--- config.mk ---
export PLATFORM = sky130hd
export DESIGN_NAME = memory_trace_line_parser_core
export DESIGN_NICKNAME = d
export VERILOG_FILES = /design/src/mtlp_pkg.sv /design/src/memory_trace_line_parser_core.sv /design/src/mtlp_char_class.sv /design/src/mtlp_parser.sv /design/src/mtlp_out_stage.sv
export VERILOG_INCLUDE_DIRS = /design/src /design/src/src
export SDC_FILE = /design/constraint.sdc
export NUM_CORES = 1
export LEC_CHECK = 0
export BUFFER_PORTS_ARGS = -buffer_cell sky130_fd_sc_hd__buf_2
export CAP_MARGIN = 20
export CORE_UTILIZATION = 55
export DETAILED_ROUTE_END_ITERATION = 8
export HOLD_SLACK_MARGIN = 0.06
export PLACE_DENSITY = 0.75
export SYNTH_ARGS = -nofsm -noshare
export SYNTH_HDL_FRONTEND = slang
export SYNTH_HIERARCHICAL = 1
export SYNTH_SLANG_ARGS = --single-unit
--- constraint.sdc ---
create_clock -name i_clk -period 4.7 [get_ports i_clk]
set_input_delay 0.94 -clock i_clk [delete_from_list [all_inputs] [get_ports i_clk]]
set_output_delay 0.94 -clock i_clk [all_outputs]
set_load 0.1 [all_outputs]
--- src/memory_trace_line_parser_core_macros.svh ---
// ----------------------------------------------------------------------------
// memory trace line parser assertion macros
// shared assertion forms for the parser core
// ----------------------------------------------------------------------------
`ifndef MEMORY_TRACE_LINE_PARSER_CORE_MACROS_SVH
`define MEMORY_TRACE_LINE_PARSER_CORE_MACROS_SVH

// same-cycle implication
`define MTLP_ASSERT_NOW(label, ante, cons, msg) \
    label: assert property (@(posedge i_clk) disable iff (!i_rst_n) (ante) |-> (cons)) \
        else $error(msg);

// next-cycle implication
`define MTLP_ASSERT_NEXT(label, ante, cons, msg) \
    label: assert property (@(posedge i_clk) disable iff (!i_rst_n) (ante) |=> (cons)) \
        else $error(msg);

`endif

--- src/mtlp_pkg.sv ---
// ----------------------------------------------------------------------------
// mtlp_pkg
// types and constants for the memory trace line parser
// ----------------------------------------------------------------------------
package mtlp_pkg;

    localparam int ADDR_BITS = 64;
    localparam int ADDR_W    = 64;

    localparam logic [7:0] CH_TAB   = 8'd9;
    localparam logic [7:0] CH_NL    = 8'd10;
    localparam logic [7:0] CH_SPACE = 8'd32;
    localparam logic [7:0] CH_ZERO  = 8'd48;
    localparam logic [7:0] CH_X     = 8'd120;

    localparam logic [3:0] SIZE_WITH_FIELD = 4'd8;
    localparam logic [3:0] SIZE_NONE       = 4'd0;

    typedef enum logic [3:0] {
        PH_LEAD,
        PH_TID,
        PH_GAP,
        PH_ABLK,
        PH_AX,
        PH_AFIRST,
        PH_ADIG,
        PH_SBLK,
        PH_SX,
        PH_SFIRST,
        PH_SDIG,
        PH_IDLE
    } t_phase;

    typedef enum logic [1:0] {
        ST_BUSY,
        ST_DONE,
        ST_FAIL
    } t_status;

    typedef enum logic [2:0] {
        K_ALLOC,
        K_FREE,
        K_INSTR,
        K_READ,
        K_MODFY,
        K_WRITE,
        K_STACK
    } t_kind;

    typedef struct packed {
        logic [7:0] char_code;
        logic       line_end;
    } t_in_word;

    typedef struct packed {
        logic [2:0]        record_kind;
        logic [ADDR_W-1:0] address;
        logic [3:0]        access_size;
    } t_out_word;

    typedef struct packed {
        logic       blank;
        logic       dec;
        logic       hex;
        logic       zero;
        logic       ex;
        logic       closing;
        logic [3:0] hex_val;
        logic       kind_ok;
        t_kind      kind;
    } t_char_class;

    function automatic logic kind_no_size(input t_kind k);
        return (k == K_FREE) || (k == K_STACK);
    endfunction

endpackage

--- src/memory_trace_line_parser_core.sv ---
// ----------------------------------------------------------------------------
// memory_trace_line_parser_core
// parses memory trace text into kind, address and size records
// ----------------------------------------------------------------------------
// Takes one byte of trace text per cycle and keeps taking one per cycle
// while the result side drains. A byte is held in the input register, goes
// through one parse step, and a finished record lands in the result register
// when the byte that closes its line (newline or line_end) steps. Comment,
// blank and malformed lines give no record. Only a full result register with
// the consumer not ready stalls the input.
module memory_trace_line_parser_core
    import mtlp_pkg::*;
(
    input  logic      i_clk,
    input  logic      i_rst_n,
    input  logic      i_valid,
    output logic      o_ready,
    input  t_in_word  i_item,
    output logic      o_valid,
    input  logic      i_ready,
    output t_out_word o_result
);

    `include "memory_trace_line_parser_core_macros.svh"

    logic        r_in_valid;
    t_in_word    r_in_word;
    logic        out_free;
    logic        fire;
    logic        emit;
    t_char_class cls;
    t_out_word   step_result;

    assign fire    = r_in_valid && out_free;
    assign o_ready = !r_in_valid || out_free;

    always_ff @(posedge i_clk) begin
        if (!i_rst_n) begin
            r_in_valid <= 1'b0;
        end else if (o_ready) begin
            r_in_valid <= i_valid;
        end
    end

    always_ff @(posedge i_clk) begin
        if (o_ready && i_valid) begin
            r_in_word <= i_item;
        end
    end

    mtlp_char_class u_class (
        .i_word  (r_in_word),
        .o_class (cls)
    );

    mtlp_parser u_parser (
        .i_clk    (i_clk),
        .i_rst_n  (i_rst_n),
        .i_step   (fire),
        .i_class  (cls),
        .o_emit   (emit),
        .o_result (step_result)
    );

    mtlp_out_stage u_out (
        .i_clk   (i_clk),
        .i_rst_n (i_rst_n),
        .i_load  (fire && emit),
        .i_word  (step_result),
        .i_ready (i_ready),
        .o_valid (o_valid),
        .o_word  (o_result),
        .o_free  (out_free)
    );

    `MTLP_ASSERT_NOW(a_size_matches_kind, o_valid, (o_result.access_size == SIZE_NONE) == (o_result.record_kind == K_FREE || o_result.record_kind == K_STACK), "size does not match kind")
    `MTLP_ASSERT_NOW(a_kind_in_range, o_valid, o_result.record_kind <= K_STACK, "record kind out of range")
    `MTLP_ASSERT_NEXT(a_emit_lands, fire && emit, o_valid, "emitted record not presented")
    `MTLP_ASSERT_NEXT(a_stalled_word_kept, r_in_valid && !out_free, r_in_valid, "stalled word dropped")

endmodule

--- src/mtlp_char_class.sv ---
// ----------------------------------------------------------------------------
// mtlp_char_class
// classifies one trace byte: blanks, digits, hex value, type letter
// ----------------------------------------------------------------------------
module mtlp_char_class
    import mtlp_pkg::*;
(
    input  t_in_word    i_word,
    output t_char_class o_class
);

    logic [7:0] ch;
    logic [7:0] lower;
    logic       is_dec;
    logic       is_af;

    assign ch     = i_word.char_code;
    assign lower  = ch | 8'h20;
    assign is_dec = (ch >= 8'h30) && (ch <= 8'h39);
    assign is_af  = (lower >= 8'h61) && (lower <= 8'h66);

    always_comb begin
        o_class         = '0;
        o_class.blank   = (ch == CH_SPACE) || (ch == CH_TAB);
        o_class.dec     = is_dec;
        o_class.hex     = is_dec || is_af;
        o_class.zero    = (ch == CH_ZERO);
        o_class.ex      = (ch == CH_X);
        o_class.closing = (ch == CH_NL) || i_word.line_end;
        o_class.hex_val = is_dec ? ch[3:0] : 4'(ch[3:0] + 4'd9);
        o_class.kind_ok = 1'b1;
        o_class.kind    = K_ALLOC;
        unique case (lower)
            8'h61: o_class.kind = K_ALLOC;
            8'h66: o_class.kind = K_FREE;
            8'h69: o_class.kind = K_INSTR;
            8'h6c, 8'h72: o_class.kind = K_READ;
            8'h6d: o_class.kind = K_MODFY;
            8'h73, 8'h77: o_class.kind = K_WRITE;
            8'h70: o_class.kind = K_STACK;
            default: o_class.kind_ok = 1'b0;
        endcase
    end

endmodule

--- src/mtlp_parser.sv ---
// ----------------------------------------------------------------------------
// mtlp_parser
// line parse state and the per-byte step, one byte per advance
// ----------------------------------------------------------------------------
module mtlp_parser
    import mtlp_pkg::*;
(
    input  logic        i_clk,
    input  logic        i_rst_n,
    input  logic        i_step,
    input  t_char_class i_class,
    output logic        o_emit,
    output t_out_word   o_result
);

    t_phase                 r_phase, n_phase;
    t_status                r_status, n_status;
    t_kind                  r_kind, n_kind;
    logic [ADDR_BITS-1:0]   r_acc, n_acc;
    logic [ADDR_BITS-1:0]   r_held, n_held;

    always_comb begin
        n_phase  = r_phase;
        n_status = r_status;
        n_kind   = r_kind;
        n_acc    = r_acc;
        n_held   = r_held;
        o_emit   = 1'b0;

        if (r_status == ST_BUSY) begin
            unique case (r_phase)
                PH_LEAD: begin
                    if (i_class.dec) begin
                        n_phase = PH_TID;
                    end else if (!i_class.blank) begin
                        n_status = ST_FAIL;
                        n_phase  = PH_IDLE;
                    end
                end
                PH_TID, PH_GAP: begin
                    if (r_phase == PH_TID && i_class.dec) begin
                        n_phase = PH_TID;
                    end else if (i_class.blank) begin
                        n_phase = PH_GAP;
                    end else if (i_class.kind_ok) begin
                        n_kind  = i_class.kind;
                        n_phase = PH_ABLK;
                    end else begin
                        n_status = ST_FAIL;
                        n_phase  = PH_IDLE;
                    end
                end
                PH_ABLK, PH_SBLK: begin
                    if (i_class.zero) begin
                        n_phase = (r_phase == PH_ABLK) ? PH_AX : PH_SX;
                    end else if (!i_class.blank) begin
                        n_status = ST_FAIL;
                        n_phase  = PH_IDLE;
                    end
                end
                PH_AX, PH_SX: begin
                    if (i_class.ex) begin
                        n_phase = (r_phase == PH_AX) ? PH_AFIRST : PH_SFIRST;
                    end else begin
                        n_status = ST_FAIL;
                        n_phase  = PH_IDLE;
                    end
                end
                PH_AFIRST: begin
                    if (i_class.hex) begin
                        n_acc   = ADDR_BITS'(i_class.hex_val);
                        n_phase = PH_ADIG;
                    end else begin
                        n_status = ST_FAIL;
                        n_phase  = PH_IDLE;
                    end
                end
                PH_ADIG: begin
                    if (i_class.hex) begin
                        n_acc = {r_acc[ADDR_BITS-5:0], i_class.hex_val};
                    end else begin
                        n_held = r_acc;
                        if (kind_no_size(r_kind)) begin
                            n_status = ST_DONE;
                            n_phase  = PH_IDLE;
                        end else if (i_class.blank) begin
                            n_phase = PH_SBLK;
                        end else if (i_class.zero) begin
                            n_phase = PH_SX;
                        end else begin
                            n_status = ST_FAIL;
                            n_phase  = PH_IDLE;
                        end
                    end
                end
                PH_SFIRST: begin
                    if (i_class.hex) begin
                        n_phase = PH_SDIG;
                    end else begin
                        n_status = ST_FAIL;
                        n_phase  = PH_IDLE;
                    end
                end
                PH_SDIG: begin
                    if (!i_class.hex) begin
                        n_status = ST_DONE;
                        n_phase  = PH_IDLE;
                    end
                end
                default: begin
                end
            endcase
        end

        if (i_class.closing) begin
            if (n_status == ST_BUSY) begin
                if (n_phase == PH_ADIG && kind_no_size(n_kind)) begin
                    n_held   = n_acc;
                    n_status = ST_DONE;
                end else if (n_phase == PH_SDIG) begin
                    n_status = ST_DONE;
                end
            end
            o_emit   = (n_status == ST_DONE);
            n_phase  = PH_LEAD;
            n_acc    = '0;
            n_status = ST_BUSY;
        end
    end

    always_comb begin
        o_result.record_kind = n_kind;
        o_result.address     = ADDR_W'(n_held);
        o_result.access_size = kind_no_size(n_kind) ? SIZE_NONE : SIZE_WITH_FIELD;
    end

    always_ff @(posedge i_clk) begin
        if (!i_rst_n) begin
            r_phase  <= PH_LEAD;
            r_status <= ST_BUSY;
            r_kind   <= K_ALLOC;
            r_acc    <= '0;
            r_held   <= '0;
        end else if (i_step) begin
            r_phase  <= n_phase;
            r_status <= n_status;
            r_kind   <= n_kind;
            r_acc    <= n_acc;
            r_held   <= n_held;
        end
    end

endmodule

--- src/mtlp_out_stage.sv ---
// ----------------------------------------------------------------------------
// mtlp_out_stage
// result register with valid/ready toward the consumer
// ----------------------------------------------------------------------------
module mtlp_out_stage
    import mtlp_pkg::*;
(
    input  logic      i_clk,
    input  logic      i_rst_n,
    input  logic      i_load,
    input  t_out_word i_word,
    input  logic      i_ready,
    output logic      o_valid,
    output t_out_word o_word,
    output logic      o_free
);

    logic      r_valid;
    t_out_word r_word;

    assign o_free  = !r_valid || i_ready;
    assign o_valid = r_valid;
    assign o_word  = r_word;

    always_ff @(posedge i_clk) begin
        if (!i_rst_n) begin
            r_valid <= 1'b0;
        end else if (i_load) begin
            r_valid <= 1'b1;
        end else if (i_ready) begin
            r_valid <= 1'b0;
        end
    end

    always_ff @(posedge i_clk) begin
        if (i_load) begin
            r_word <= i_word;
        end
    end

endmodule

==> impl_metrics.json <==
{
  "status": "finished, final reports clean",
  "fillers": 1542,
  "synth.cell_area_um2": 10600,
  "timing.fmax_mhz": 240,
  "area.growth.synth_to_final_pct": 12.0,
  "hold_violations": 0,
  "routed_wirelength_um": 27300,
  "max_slew_margin_pct": 47.7,
  "critPathCaptureType": "flop",
  "grt_antenna_before_repair": 0,
  "yosysMostFrequentCell": "sky130_fd_sc_hd__dfxtp_1",
  "finalSetupViolations": 0,
  "number_of_primary_i_o_pins": 86,
  "crit_path_start_kind": "flop",
  "cts.path.max_buffers": 3,
  "synth.lib_cells_used.distinct": 77,
  "clk_pin_slew_ps": 60,
  "layout.core_utilization_pct": 63.1,
  "number_of_cts_inserted_buffers": 24,
  "worst_setup_skew_after_layout_ps": 15.6,
  "synth.top_cells.by_area": "sky130_fd_sc_hd__dfxtp_1 (26%), sky130_fd_sc_hd__edfxtp_1 (23%), sky130_fd_sc_hd__a221o_1 (5.3%), sky130_fd_sc_hd__a22oi_1 (4.6%), sky130_fd_sc_hd__a211oi_1 (4.1%)",
  "timing.max_cap.violations": 0,
  "fp.dieArea_um2": 19800,
  "timing.final.ws_setup_ps": 538,
  "cp_data_required_time_ps": 4920,
  "power.density_nw_per_um2": 366,
  "simple_logic_cell_fraction_of_the_synthesized_area_pct": 16.2,
  "number_of_drc_violations_after_detailed_routing": 0,
  "hold_depth": 2,
  "worstRegToRegCells": 14,
  "hold_class": "flop to flop",
  "cts.root.buffer_cell": "sky130_fd_sc_hd__clkbuf_16",
  "multiInputGateArea_um2": 4850,
  "placeableCoreArea_um2": 18800,
  "worst_ep_arrival_time_ps": 4380,
  "detailed_place_hpwl_um": 15500,
  "synthDominantAreaCellType": "sky130_fd_sc_hd__dfxtp_1",
  "synth_top_area_share_pct": 26.3,
  "routed_wire_length_per_instance_um": 20.6,
  "worstMarginPinSlew_ps": 784,
  "tritoncts": "done",
  "design.final.nets": 1091,
  "synth_area_in_compound_gates_pct": 27.7,
  "initial_utilization_pct": 56.3,
  "setup-tns-final_ps": 0,
  "post_cts.repair.setup_buffers": 0,
  "synth_top_cells_by_count": "sky130_fd_sc_hd__dfxtp_1 (139), sky130_fd_sc_hd__edfxtp_1 (80), sky130_fd_sc_hd__clkbuf_1 (75), sky130_fd_sc_hd__o21ai_0 (73)",
  "io_buffers": 85,
  "die_w_um": 141,
  "synth_enable_flop_cells": 80,
  "synth_top_family_by_area": "compound AO/OA/AOI/OAI gates",
  "drive_above_1_share_pct": 16.6,
  "number_of_clock_sinks": 219,
  "place_worst_setup_slack_ps": 576,
  "criticalPathCategory": "flop to flop",
  "cts-hold-fix-buffers": 0,
  "r2r_slack_ps": 540,
  "antenna-diode-count": 0,
  "synthesis.instances": 1050,
  "final-max-slew-violation-count": 0,
  "detailroute.via_count": 8969,
  "timing.critical_path.fanout_max": 30,
  "yosys_most_used_dff": "sky130_fd_sc_hd__dfxtp_1",
  "syn-mean-instance-area_um2": 10.1,
  "avgViaCountPerCell": 6.76,
  "synthXorXnorAreaFrac_pct": 0.0829,
  "place.gp.congestion": 0.920,
  "peakVddDrop_v": 0.000301,
  "register_cell_area_after_layout_um2": 5180,
  "cts.repair.resized": 0,
  "timing.final.crit_period_ps": 4160,
  "ys_async_sr_fraction_pct": 0,
  "rsz0062_at_grt": "false",
  "muxShareOfSynthArea_pct": 0.793,
  "largest_net_degree_at_the_start_of_global_routing": 124,
  "antenna_violating_nets_post_route": 0,
  "drt_pass1_iterations": 5,
  "drt_first_iter_violations": 918,
  "synth-adder-area-share_pct": 0.474,
  "grt_first_pass_wirelength_um": 43800,
  "globalRoute.totalOverflow": 0,
  "grt_pass1_vias": 8494,
  "fraction_of_the_yosys_area_taken_by_sequential_cells_pct": 49.1,
  "h_tree_level_count": 1,
  "die_height_um": 141,
  "num_rows": 50,
  "synth-warning-count": 6,
  "synth.ff_latch_count": 219,
  "period_share_pct": 88.6,
  "insertion_delay_ps": 530,
  "globalRouteTotalUtil_pct": 27.0,
  "static-leakage-power_uw": 0.00438
}
[final timing paths]
check                                                       end                       startpoint
worst max-delay path                 u_out/o_word[28]$_DFFE_PP_           r_in_word[2]$_DFFE_PP_
worst min-delay path            u_parser/r_held[2]$_SDFFE_PN0P_  u_parser/r_held[2]$_SDFFE_PN0P_
worst max register to register       u_out/o_word[28]$_DFFE_PP_           r_in_word[2]$_DFFE_PP_
worst min register to register  u_parser/r_held[2]$_SDFFE_PN0P_  u_parser/r_held[2]$_SDFFE_PN0P_
[layout make-up]
type	instances	area share, %
clock inverters	7	0.602
clock buffers	37	5.74
well taps	234	2.47
repair buffers	106	5.85
multi-input cells	705	41.0
inverters	18	0.571
flip-flops and latches	219	43.8
[layer usage]
metal | track usage, % | vias to the layer above | part of all wire [%]
met5 | 0 | - | 0
met4 | 8.47 | 0 | 2.1
met3 | 4.08 | 52 | 7.5
met2 | 44.9 | 414 | 47
met1 | 36.5 | 4360 | 43
li1 | - | 4143 | -
[cell usage in the layout (no fill, tap or decap), types with 6 or more instances in the layout]
master / instances
sky130_fd_sc_hd__a21boi_2: 6
sky130_fd_sc_hd__a211oi_1: 58
sky130_fd_sc_hd__edfxtp_1: 80
sky130_fd_sc_hd__a21oi_2: 6
sky130_fd_sc_hd__a21o_1: 6
sky130_fd_sc_hd__inv_1: 16
sky130_fd_sc_hd__buf_4: 14
sky130_fd_sc_hd__nand2b_1: 8
sky130_fd_sc_hd__and3_1: 59
sky130_fd_sc_hd__a21oi_1: 16
sky130_fd_sc_hd__clkbuf_16: 24
sky130_fd_sc_hd__o21ai_0: 73
sky130_fd_sc_hd__nand2_1: 18
sky130_fd_sc_hd__buf_2: 84
sky130_fd_sc_hd__o22ai_1: 69
sky130_fd_sc_hd__nor2_1: 15
sky130_fd_sc_hd__a22oi_1: 65
sky130_fd_sc_hd__buf_12: 7
sky130_fd_sc_hd__nor3_1: 9
sky130_fd_sc_hd__clkbuf_1: 10
sky130_fd_sc_hd__dfxtp_1: 139
sky130_fd_sc_hd__nand3_1: 66
sky130_fd_sc_hd__nor2b_1: 69
sky130_fd_sc_hd__a221o_1: 56
[flip-flops by register name, indices dropped and copies added, names as in the netlist]
name / flops
u_parser/r_phase: 4
r_in_valid: 1
u_parser/r_status: 2
r_in_word: 9
u_out/o_word: 71
u_parser/r_held: 64
u_parser/r_acc: 64
u_out/o_valid: 1
u_parser/r_kind: 3
[report_power, final]
part	internal (uW)	switching, uW	total [uW]	leakage, uW
Sequential	2070	76.8	2140	0.00188
Clock	1050	742	1790	0.000363
Combinational	188	210	398	0.00214
Total	3310	1030	4330	0.00438
[critical path, cell delays in order, from the launching register on]
cell                        delay [ps]
sky130_fd_sc_hd__edfxtp_1          440
sky130_fd_sc_hd__inv_1             110
sky130_fd_sc_hd__ha_1              190
sky130_fd_sc_hd__nand4bb_1         200
sky130_fd_sc_hd__o32a_1            360
sky130_fd_sc_hd__o21bai_1          500
sky130_fd_sc_hd__and2_1            230
sky130_fd_sc_hd__a211oi_1           80
sky130_fd_sc_hd__a221oi_1          440
sky130_fd_sc_hd__a31oi_1           170
sky130_fd_sc_hd__nor2_1            120
sky130_fd_sc_hd__o21ai_0            80
sky130_fd_sc_hd__a21oi_1           180
sky130_fd_sc_hd__and3_4            480
sky130_fd_sc_hd__buf_12            260
[logic make-up (layout without fill, tap and decap cells)]
| family | Yosys count | count (layout) |
|---|---|---|
| AOI/OAI and AO/OA | 401 | 401 |
| and+or+nand+nor | 289 | 289 |
| DFF | 219 | 219 |
| buffers and inverters | 128 | 168 |
| muxes | 7 | 7 |
| adders and majority gates | 4 | 4 |
| other | 1 | 3 |
| xor gates and xnor gates | 1 | 1 |
[through the flow]
stage	power [uW]	hold WS [ps]	std cells	cell area (um^2)
global route	4480	501	1326	11800
finish	4330	490	1326	11800
CTS	4350	491	1325	11800
detailed placement	2570	483	1281	11100
global placement	2560	474	1281	11100
floorplan	2480	463	1052	10600
Power figures use the tool's default switching activity.
